--- src/hw/rtl/hotp_pkg.sv ---
`timescale 1ns / 1ps

package hotp_pkg;

  // Fixed geometry of the digest and of the decimal conversion.
  localparam int DIGEST_BYTES       = 20;
  localparam int WIN_BITS           = 31;
  localparam int BCD_DIGITS         = 10;
  localparam int BCD_BITS           = 4 * BCD_DIGITS;
  localparam int DD_STEPS_PER_STAGE = 4;
  localparam int DD_STAGES          = (WIN_BITS + DD_STEPS_PER_STAGE - 1) / DD_STEPS_PER_STAGE;
  localparam int MAX_DIGITS         = 9;
  localparam int CODE_BITS          = 34;

  // Configuration register indexes.
  typedef enum logic [1:0] {
    CFG_CODE_DIGITS  = 2'd0,
    CFG_ADD_CHECK    = 2'd1,
    CFG_FIXED_OFFSET = 2'd2
  } cfg_idx_t;

  // Settings that the code stages read.
  typedef struct packed {
    logic [3:0] code_digits;
    logic       add_check;
  } code_cfg_t;

  // Transfer from the window select stage into the decimal converter.
  typedef struct packed {
    logic                valid;
    logic [WIN_BITS-1:0] window;
  } win_beat_t;

  // Transfer from the decimal converter into the code stages.
  typedef struct packed {
    logic                valid;
    logic [BCD_BITS-1:0] bcd;
    logic [WIN_BITS-1:0] window;
  } bcd_beat_t;

  // One shift-and-add-3 step: correct each digit, then shift the binary MSB in.
  function automatic logic [BCD_BITS+WIN_BITS-1:0] dd_step(input logic [BCD_BITS-1:0] bcd,
                                                            input logic [WIN_BITS-1:0] bin);
    logic [BCD_BITS-1:0] adj;
    adj = bcd;
    for (int j = 0; j < BCD_DIGITS; j++) begin
      if (adj[4*j +: 4] >= 4'd5) begin
        adj[4*j +: 4] = adj[4*j +: 4] + 4'd3;
      end
    end
    return {adj[BCD_BITS-2:0], bin, 1'b0};
  endfunction

  // Doubled digit with the tens folded back in.
  function automatic logic [3:0] dbl_digit(input logic [3:0] d);
    logic [3:0] r;
    case (d)
      4'd0:    r = 4'd0;
      4'd1:    r = 4'd2;
      4'd2:    r = 4'd4;
      4'd3:    r = 4'd6;
      4'd4:    r = 4'd8;
      4'd5:    r = 4'd1;
      4'd6:    r = 4'd3;
      4'd7:    r = 4'd5;
      4'd8:    r = 4'd7;
      4'd9:    r = 4'd9;
      default: r = 4'd0;
    endcase
    return r;
  endfunction

  // Five BCD digits to binary by Horner steps.
  function automatic logic [16:0] bcd5_to_bin(input logic [19:0] d);
    logic [16:0] acc;
    acc = 17'd0;
    for (int k = 4; k >= 0; k--) begin
      acc = 17'(acc * 17'd10) + 17'(d[4*k +: 4]);
    end
    return acc;
  endfunction

endpackage

--- src/hw/rtl/hotp_window.sv ---
`timescale 1ns / 1ps

module hotp_window (
  input  logic                  clk,
  input  logic                  rst_n,
  input  logic                  accept,
  input  logic [63:0]           digest_top,
  input  logic [63:0]           digest_middle,
  input  logic [31:0]           digest_bottom,
  input  logic [4:0]            fixed_offset,
  output hotp_pkg::win_beat_t   beat_out
);

  logic [8*hotp_pkg::DIGEST_BYTES-1:0] digest;
  logic [3:0]                          offset;
  logic [7:0]                          base;
  logic [31:0]                         raw;
  hotp_pkg::win_beat_t                 beat_r;
  hotp_pkg::win_beat_t                 beat_nxt;

  // Byte 0 of the digest sits in the top bits.
  assign digest = {digest_top, digest_middle, digest_bottom};

  // A negative fixed offset falls back to the low nibble of the last byte.
  assign offset = fixed_offset[4] ? digest[3:0] : fixed_offset[3:0];

  // Window byte k starts 8*k bits below the top of the digest.
  assign base = 8'd128 - {1'b0, offset, 3'b000};
  assign raw  = digest[base +: 32];

  always_comb begin
    beat_nxt.valid  = accept;
    beat_nxt.window = raw[hotp_pkg::WIN_BITS-1:0];
  end

  // Valid is cleared by reset; the window needs none.
  always_ff @(posedge clk) begin
    if (!rst_n) begin
      beat_r.valid <= 1'b0;
    end else begin
      beat_r.valid <= beat_nxt.valid;
    end
    beat_r.window <= beat_nxt.window;
  end

  assign beat_out = beat_r;

endmodule

--- src/hw/rtl/hotp_bcd.sv ---
`timescale 1ns / 1ps

module hotp_bcd (
  input  logic                 clk,
  input  logic                 rst_n,
  input  hotp_pkg::win_beat_t  beat_in,
  output hotp_pkg::bcd_beat_t  beat_out
);

  localparam int NS = hotp_pkg::DD_STAGES;
  localparam int BB = hotp_pkg::BCD_BITS;
  localparam int WB = hotp_pkg::WIN_BITS;

  logic          valid_r [NS];
  logic [BB-1:0] bcd_r   [NS];
  logic [WB-1:0] bin_r   [NS];
  logic [WB-1:0] win_r   [NS];

  genvar s;
  generate
    for (s = 0; s < NS; s++) begin : g_stage
      logic          valid_in;
      logic [BB-1:0] bcd_in;
      logic [WB-1:0] bin_in;
      logic [WB-1:0] win_in;
      logic [BB-1:0] bcd_nxt;
      logic [WB-1:0] bin_nxt;

      // Stage zero starts the conversion from an empty BCD word.
      if (s == 0) begin : g_first
        assign valid_in = beat_in.valid;
        assign bcd_in   = '0;
        assign bin_in   = beat_in.window;
        assign win_in   = beat_in.window;
      end else begin : g_next
        assign valid_in = valid_r[s-1];
        assign bcd_in   = bcd_r[s-1];
        assign bin_in   = bin_r[s-1];
        assign win_in   = win_r[s-1];
      end

      // A few conversion steps per stage; the last stage does what is left.
      always_comb begin
        logic [BB+WB-1:0] st;
        st = {bcd_in, bin_in};
        for (int k = 0; k < hotp_pkg::DD_STEPS_PER_STAGE; k++) begin
          if (s * hotp_pkg::DD_STEPS_PER_STAGE + k < WB) begin
            st = hotp_pkg::dd_step(st[BB+WB-1:WB], st[WB-1:0]);
          end
        end
        bcd_nxt = st[BB+WB-1:WB];
        bin_nxt = st[WB-1:0];
      end

      always_ff @(posedge clk) begin
        if (!rst_n) begin
          valid_r[s] <= 1'b0;
        end else begin
          valid_r[s] <= valid_in;
        end
        bcd_r[s] <= bcd_nxt;
        bin_r[s] <= bin_nxt;
        win_r[s] <= win_in;
      end
    end
  endgenerate

  always_comb begin
    beat_out.valid  = valid_r[NS-1];
    beat_out.bcd    = bcd_r[NS-1];
    beat_out.window = win_r[NS-1];
  end

endmodule

--- src/hw/rtl/hotp_code.sv ---
`timescale 1ns / 1ps

module hotp_code (
  input  logic                  clk,
  input  logic                  rst_n,
  input  hotp_pkg::code_cfg_t   cfg,
  input  hotp_pkg::bcd_beat_t   beat_in,
  output logic                  out_valid,
  output logic [33:0]           out_code,
  output logic [30:0]           out_window
);

  localparam int KB = 4 * hotp_pkg::MAX_DIGITS;

  // Stage A registers: kept digits and the check sum.
  logic          a_valid_r;
  logic [KB-1:0] a_digits_r;
  logic [KB-1:0] a_digits_nxt;
  logic [6:0]    a_total_r;
  logic [6:0]    a_total_nxt;
  logic [30:0]   a_win_r;

  // Stage B registers: binary halves of the final code.
  logic          b_valid_r;
  logic [16:0]   b_lo_r;
  logic [16:0]   b_lo_nxt;
  logic [16:0]   b_hi_r;
  logic [16:0]   b_hi_nxt;
  logic [30:0]   b_win_r;

  // Stage C registers: the result.
  logic          c_valid_r;
  logic [33:0]   c_code_r;
  logic [33:0]   c_code_nxt;
  logic [30:0]   c_win_r;

  logic [3:0]    n_digits;
  logic [17:0]   quot_prod;
  logic [3:0]    quot;
  logic [3:0]    rem;
  logic [3:0]    check;
  logic [39:0]   code_bcd;

  // Digit counts above nine saturate.
  assign n_digits = (cfg.code_digits > 4'(hotp_pkg::MAX_DIGITS))
                  ? 4'(hotp_pkg::MAX_DIGITS) : cfg.code_digits;

  // Keep the low digits and sum them, doubling the rightmost and every other.
  always_comb begin
    logic [3:0] d;
    a_digits_nxt = '0;
    a_total_nxt  = 7'd0;
    for (int i = 0; i < hotp_pkg::MAX_DIGITS; i++) begin
      d = beat_in.bcd[4*i +: 4];
      if (4'(i) < n_digits) begin
        a_digits_nxt[4*i +: 4] = d;
        a_total_nxt = a_total_nxt + 7'(((i % 2) == 0) ? hotp_pkg::dbl_digit(d) : d);
      end
    end
  end

  // Sum modulo ten by a reciprocal multiply; exact for sums this small.
  assign quot_prod = 18'(a_total_r) * 18'd205;
  assign quot      = quot_prod[14:11];
  assign rem       = 4'(a_total_r - 7'(quot) * 7'd10);
  assign check     = (rem == 4'd0) ? 4'd0 : 4'(4'd10 - rem);

  // The check digit shifts the kept digits up by one place.
  assign code_bcd = cfg.add_check ? {a_digits_r, check} : {4'd0, a_digits_r};
  assign b_lo_nxt = hotp_pkg::bcd5_to_bin(code_bcd[19:0]);
  assign b_hi_nxt = hotp_pkg::bcd5_to_bin(code_bcd[39:20]);

  assign c_code_nxt = 34'(34'(b_hi_r) * 34'd100000) + 34'(b_lo_r);

  always_ff @(posedge clk) begin
    if (!rst_n) begin
      a_valid_r <= 1'b0;
      b_valid_r <= 1'b0;
      c_valid_r <= 1'b0;
    end else begin
      a_valid_r <= beat_in.valid;
      b_valid_r <= a_valid_r;
      c_valid_r <= b_valid_r;
    end
    a_digits_r <= a_digits_nxt;
    a_total_r  <= a_total_nxt;
    a_win_r    <= beat_in.window;
    b_lo_r     <= b_lo_nxt;
    b_hi_r     <= b_hi_nxt;
    b_win_r    <= a_win_r;
    c_code_r   <= c_code_nxt;
    c_win_r    <= b_win_r;
  end

  assign out_valid  = c_valid_r;
  assign out_code   = c_code_r;
  assign out_window = c_win_r;

endmodule

--- src/hw/rtl/hotp_code_from_digest.sv ---
`timescale 1ns / 1ps

// Channel   Ports                                        Transfer
// input     start, busy, in_digest_*                     start high while busy low
// result    out_valid, out_code_value, out_window_value  out_valid high for one cycle
// config    cfg_valid, cfg_ready, cfg_index, cfg_data    cfg_valid and cfg_ready high
//
// One digest enters every cycle; each result passes through 1 window stage,
// 8 binary-to-decimal stages and 3 code stages on its way to the ports.
// busy stays low: the results cannot be held off, so the pipeline never stalls.
// Synchronous active-low reset clears the valid bits and loads the register defaults.

module hotp_code_from_digest (
  input  logic        clk,
  input  logic        rst_n,
  input  logic        start,
  output logic        busy,
  input  logic [63:0] in_digest_top,
  input  logic [63:0] in_digest_middle,
  input  logic [31:0] in_digest_bottom,
  output logic        out_valid,
  output logic [33:0] out_code_value,
  output logic [30:0] out_window_value,
  input  logic        cfg_valid,
  output logic        cfg_ready,
  input  logic [1:0]  cfg_index,
  input  logic [4:0]  cfg_data
);

  logic [3:0]          code_digits_r;
  logic                add_check_r;
  logic [4:0]          fixed_offset_r;
  hotp_pkg::code_cfg_t code_cfg;
  hotp_pkg::win_beat_t win_beat;
  hotp_pkg::bcd_beat_t bcd_beat;

  assign busy      = 1'b0;
  assign cfg_ready = 1'b1;

  // Configuration registers.
  always_ff @(posedge clk) begin
    if (!rst_n) begin
      code_digits_r  <= 4'd6;
      add_check_r    <= 1'b0;
      fixed_offset_r <= 5'h1F;
    end else if (cfg_valid && cfg_ready) begin
      case (hotp_pkg::cfg_idx_t'(cfg_index))
        hotp_pkg::CFG_CODE_DIGITS:  code_digits_r  <= cfg_data[3:0];
        hotp_pkg::CFG_ADD_CHECK:    add_check_r    <= cfg_data[0];
        hotp_pkg::CFG_FIXED_OFFSET: fixed_offset_r <= cfg_data;
        default: ;
      endcase
    end
  end

  assign code_cfg.code_digits = code_digits_r;
  assign code_cfg.add_check   = add_check_r;

  // Window selection.
  hotp_window u_window (
    .clk           (clk),
    .rst_n         (rst_n),
    .accept        (start && !busy),
    .digest_top    (in_digest_top),
    .digest_middle (in_digest_middle),
    .digest_bottom (in_digest_bottom),
    .fixed_offset  (fixed_offset_r),
    .beat_out      (win_beat)
  );

  // Binary to decimal conversion.
  hotp_bcd u_bcd (
    .clk      (clk),
    .rst_n    (rst_n),
    .beat_in  (win_beat),
    .beat_out (bcd_beat)
  );

  // Digit masking, check digit and final code.
  hotp_code u_code (
    .clk        (clk),
    .rst_n      (rst_n),
    .cfg        (code_cfg),
    .beat_in    (bcd_beat),
    .out_valid  (out_valid),
    .out_code   (out_code_value),
    .out_window (out_window_value)
  );

endmodule

--- config.mk ---
export PLATFORM = sky130hd
export DESIGN_NAME = hotp_code_from_digest
export DESIGN_NICKNAME = d
export VERILOG_FILES = /design/src/hw/rtl/hotp_pkg.sv /design/src/hw/rtl/hotp_window.sv /design/src/hw/rtl/hotp_bcd.sv /design/src/hw/rtl/hotp_code.sv /design/src/hw/rtl/hotp_code_from_digest.sv
export SDC_FILE = /design/constraint.sdc
export NUM_CORES = 2
export LEC_CHECK = 0
export ABC_AREA = 0
export BUFFER_PORTS_ARGS = -buffer_cell sky130_fd_sc_hd__buf_2
export CORE_MARGIN = 3
export CORE_UTILIZATION = 45
export CTS_BUF_LIST = sky130_fd_sc_hd__clkbuf_2
export CTS_CLUSTER_SIZE = 28
export DETAILED_ROUTE_END_ITERATION = 7
export GPL_ROUTABILITY_DRIVEN = 1
export SLEW_MARGIN = 10
export SYNTH_ARGS = -nofsm -noshare
export SYNTH_HDL_FRONTEND = slang
export SYNTH_SLANG_ARGS = --single-unit
export TNS_END_PERCENT = 5
--- constraint.sdc ---
create_clock -name clk -period 10.55 [get_ports clk]
set_input_delay 0.5275 -clock clk [delete_from_list [all_inputs] [get_ports clk]]
set_output_delay 0.5275 -clock clk [all_outputs]
set_load 0.05 [all_outputs]
==> results.md <==
| Result | Value | Unit |
| --- | --- | --- |
| Outcome | finished, final reports clean | - |
| Combinational family with the most area after synthesis | adder cells | - |
| Via count of the first global-routing pass | 34668 | - |
| Final TNS setup | 0 | ns |
| Cell type with the highest occurrence count on the critical path | sky130_fd_sc_hd__ha_1 | - |
| Synthesized cell area | 45900 | µm² |
| Worst R2R Path Depth | 32 | - |
| Remaining global-route overflow | 0 | - |
| Effective utilization at floorplan | 45.7 | % |
| Hold endpoint | u_window.beat_out[21]$_DFF_P_ | - |
| Wire length of the first global-routing pass | 164000 | µm |
| Required time reported for the critical path endpoint | 11.73 | ns |
| Area of the core | 101000 | µm² |
| Number of core rows | 116 | - |
| Post-synth ARST share | 0 | % |
| Number of levels in the clock H-tree | 4 | - |
| First-pass iteration count of the detailed router | 7 | - |
| Slowest library cell on the worst path | sky130_fd_sc_hd__dfxtp_2 | - |
| Worst Setup End Kind | register | - |
| Hold path cells | 6 | - |
| Leading cell types by total area after synthesis | sky130_fd_sc_hd__dfxtp_1 (30%), sky130_fd_sc_hd__ha_1 (17%), sky130_fd_sc_hd__mux2i_1 (5.5%) | - |
| Actual transition at the worst max-transition pin | 1.19 | ns |
| Flip-flop and latch count after synthesis | 677 | - |
| Achievable clock frequency | 113 | MHz |
| Gate family responsible for the most delay along the worst path | adder cells | - |
| Fill cell instance count of the final layout | 9513 | - |
| Worst skew pair latency | 1.43 | ns |
| Post CTS Setup Buffer Count | 0 | - |
| Sinks on the clock net | 677 | - |
| Post-synthesis share of cell area spent on xor and xnor gates | 7.06 | % |
| Vias | 34918 | - |
| Largest net degree at the start of global routing | 113 | - |
| Clock tree skew after final layout | 0.133 | ns |
| Die footprint | 106000 | µm² |
| Delay of the slowest cell on the worst path | 0.92 | ns |
| Synthesis warning total | 0 | - |
| Maximum clock path buffer count | 3 | - |
| Post-synth EDFFs | 0 | - |
| Critical path origin | add_check_r$_SDFFE_PN0P_ | - |
| Post-Synth Adder-Cell Area | 20.9 | % |
| Number of slew-limit violations in the final report | 0 | - |
| Arrival time worst endpoint | 10.00 | ns |
| Share of Yosys cell area claimed by the top area cell type | 29.5 | % |
| Cell taking the most area after synthesis | sky130_fd_sc_hd__dfxtp_1 | - |
| Library cell used as clock root buffer | sky130_fd_sc_hd__clkbuf_2 | - |
| Final Critical Period | 8.82 | ns |
| DRC Markers | 0 | - |
| RSZ-0062 raised after global routing | false | - |
| Antenna Violating Nets Remaining | 0 | - |
| Final weighted congestion in routability-driven placement | 0.894 | - |
| Area growth syn-to-layout | 13.2 | % |
| Mux contribution to synthesized area | 11.6 | % |
| Synthesized-area fraction occupied by ao, oa, aoi and oai cells | 13.2 | % |
| Global Route Usage Sum | 18.4 | % |
| Share of final-layout standard cells stronger than drive strength 1 | 14.2 | % |
| Distinct cell type count after synthesis | 109 | - |
| Worst setup slack for register-to-register paths | 1.73 | ns |
| Capture point of the worst reg-to-reg path | u_code.b_hi_r[16]$_DFF_P_ | - |
| Final count of negative-setup-slack endpoints | 0 | - |
| Die Height | 325 | µm |
| Crit Reg-Reg Startpoint | add_check_r$_SDFFE_PN0P_ | - |
| Number of buffer and inverter stages on the critical path | 2 | - |
| Number of vias per cell | 5.06 | - |
| Sequential cell area fraction in the yosys report | 29.5 | % |
| Port buffer count | 236 | - |
| Width of the chip | 325 | µm |
| Post-layout net count | 6285 | - |
| Critical path class | register to register | - |
| Synthesized-area fraction occupied by and/or/nand/nor cells | 13.2 | % |
| Class of the tightest hold or removal check | primary input to register | - |
| Endpoints failing hold | 0 | - |
| Detailed-placement wirelength estimate | 76100 | µm |
| Total Routed Length | 97900 | µm |
| Post-Syn Area per Cell | 9.42 | µm² |
| Most common flop cell mapped by yosys | sky130_fd_sc_hd__dfxtp_1 | - |
| Critical path launch point type | register | - |
| Hold Path Origin | in_digest_top[13] | - |
| Initial antenna violation count | 14 | - |
| CTS tree | built | - |
| Post-CTS clock slew at the launch and capture registers of the worst setup and hold paths | 0.09 | ns |
| MaxCap Viol Count | 0 | - |
| Routed wirelength normalized by instance count | 14.2 | µm |
| Number of CTS-inserted buffers | 179 | - |
| Share of the clock period used by the worst path | 83.6 | % |
| Synthesized netlist cell count | 4873 | - |
| Worst-path fanout max | 44 | - |
| I/O Pins | 239 | - |
| Worst-case headroom to the max-slew limit | 20.5 | % |
| First DRT Iteration DRCs | 1404 | - |
[cell usage in the layout (no fill, tap or decap), types with 61 or more instances in the layout]
master,netlist,layout
sky130_fd_sc_hd__dfxtp_1,677,676
sky130_fd_sc_hd__a21o_1,70,70
sky130_fd_sc_hd__nor2b_1,130,130
sky130_fd_sc_hd__inv_1,456,455
sky130_fd_sc_hd__dlygate4sd3_1,0,177
sky130_fd_sc_hd__xor2_1,82,81
sky130_fd_sc_hd__ha_1,635,634
sky130_fd_sc_hd__o21a_1,61,61
sky130_fd_sc_hd__mux2_2,141,140
sky130_fd_sc_hd__o21ai_0,172,172
sky130_fd_sc_hd__a21oi_1,305,305
sky130_fd_sc_hd__nor2_1,254,254
sky130_fd_sc_hd__fa_1,82,82
sky130_fd_sc_hd__nand2b_1,116,116
sky130_fd_sc_hd__nand3_1,77,77
sky130_fd_sc_hd__nand2_1,307,307
sky130_fd_sc_hd__mux2i_1,253,253
sky130_fd_sc_hd__nor3b_1,75,75
sky130_fd_sc_hd__buf_2,24,236
sky130_fd_sc_hd__xnor2_1,273,272
sky130_fd_sc_hd__clkbuf_2,0,239
[state kept, by name, indices dropped and copies added (netlist names)]
name	flops
u_bcd.win_r	248
u_bcd.bcd_r	172
u_code.a_digits_r	36
u_code.out_code	34
u_window.beat_out	32
u_code.a_win_r	31
u_code.b_win_r	31
u_code.out_window	31
u_code.b_hi_r	17
u_code.b_lo_r	17
u_bcd.valid_r	8
u_code.a_total_r	7
fixed_offset_r	5
code_digits_r	4
add_check_r	1
u_code.a_valid_r	1
u_code.b_valid_r	1
u_code.out_valid	1
[synth_stat cells (10+ instances only)]
cell / instances
sky130_fd_sc_hd__a211o_1: 14
sky130_fd_sc_hd__a211oi_1: 40
sky130_fd_sc_hd__a21boi_0: 18
sky130_fd_sc_hd__a21o_1: 70
sky130_fd_sc_hd__a21oi_1: 305
sky130_fd_sc_hd__a311oi_1: 18
sky130_fd_sc_hd__a31oi_1: 40
sky130_fd_sc_hd__and2_1: 47
sky130_fd_sc_hd__and3_1: 48
sky130_fd_sc_hd__buf_1: 11
sky130_fd_sc_hd__buf_2: 24
sky130_fd_sc_hd__clkbuf_1: 40
sky130_fd_sc_hd__dfxtp_1: 677
sky130_fd_sc_hd__fa_1: 82
sky130_fd_sc_hd__ha_1: 635
sky130_fd_sc_hd__inv_1: 456
sky130_fd_sc_hd__mux2_2: 141
sky130_fd_sc_hd__mux2i_1: 253
sky130_fd_sc_hd__mux4_2: 52
sky130_fd_sc_hd__nand2_1: 307
sky130_fd_sc_hd__nand2b_1: 116
sky130_fd_sc_hd__nand3_1: 77
sky130_fd_sc_hd__nand3b_1: 18
sky130_fd_sc_hd__nor2_1: 254
sky130_fd_sc_hd__nor2b_1: 130
sky130_fd_sc_hd__nor3_1: 47
sky130_fd_sc_hd__nor3b_1: 75
sky130_fd_sc_hd__nor4_1: 11
sky130_fd_sc_hd__o211ai_1: 15
sky130_fd_sc_hd__o21a_1: 61
sky130_fd_sc_hd__o21ai_0: 172
sky130_fd_sc_hd__o21ai_1: 28
sky130_fd_sc_hd__o22ai_1: 11
sky130_fd_sc_hd__o31ai_1: 10
sky130_fd_sc_hd__or2_2: 12
sky130_fd_sc_hd__xnor2_1: 273
sky130_fd_sc_hd__xor2_1: 82
[per-stage QoR]
stage	worst slack [ns]	utilization [%]	area [µm²]	hold slack, ns	std cells
after floorplan	2.69	-	45900	0.310	4875
after global routing	0.952	51.7	52000	0.155	6891
final	1.73	51.7	52000	0.249	6894
after detailed placement	1.83	48.3	48600	0.312	6396
after global placement	1.96	48.3	48600	0.310	6396
after CTS	1.64	51.7	52000	0.00164	6890
[cell type report]
class,count,area [µm²],share of cell area (%)
repair buffers,425,3060,5.88
clock inverters,78,437,0.840
diodes,4,10.0,0.0193
flip-flops and latches,677,13600,26.1
clock buffers,239,1200,2.30
inverters,459,1720,3.31
multi-input cells,3655,30300,58.3
well taps,1357,1700,3.27
[worst min-delay path: cells and delay by family]
kind	cells	cell delay, ns
buffers and inverters	2	0.66
AO/OA/AOI/OAI	2	0.22
multiplexers	1	0.09
AND/OR/NAND/NOR	1	0.07
[layer usage]
metal	vias up	GRT usage, %	part of all wire (%)
met5	-	0	0.059
met4	8	6.74	2.7
met3	184	3.41	4.9
met2	683	30.5	45
met1	15898	24.0	47
li1	18145	-	-
[kinds of logic after synthesis]
logic type / Yosys count
simple gates: 1184
compound gates: 940
fa+ha+maj: 717
flops: 677
buf+inv: 543
mux: 448
xor+xnor: 362
other cells: 2
[worst max-delay path by stage]
stage                                           end  slack [ns]  cells after the start
after floorplan           u_code.b_hi_r[16]$_DFF_P_        2.69                     30
after global placement    u_code.b_hi_r[16]$_DFF_P_        1.96                     32
after detailed placement  u_code.b_hi_r[16]$_DFF_P_        1.83                     32
after CTS                 u_code.b_hi_r[16]$_DFF_P_        1.64                     32
after global routing      u_code.b_hi_r[16]$_DFF_P_        0.95                     32
final                     u_code.b_hi_r[16]$_DFF_P_        1.73                     32
[timing repair]
item,CTS,global route
hold buffers,177,0
gates resized for setup,0,0
hold endpoints to repair,53,0
Power is not shown: default switching activity piles up to over one toggle a cycle in this logic, so the estimate is an artifact.
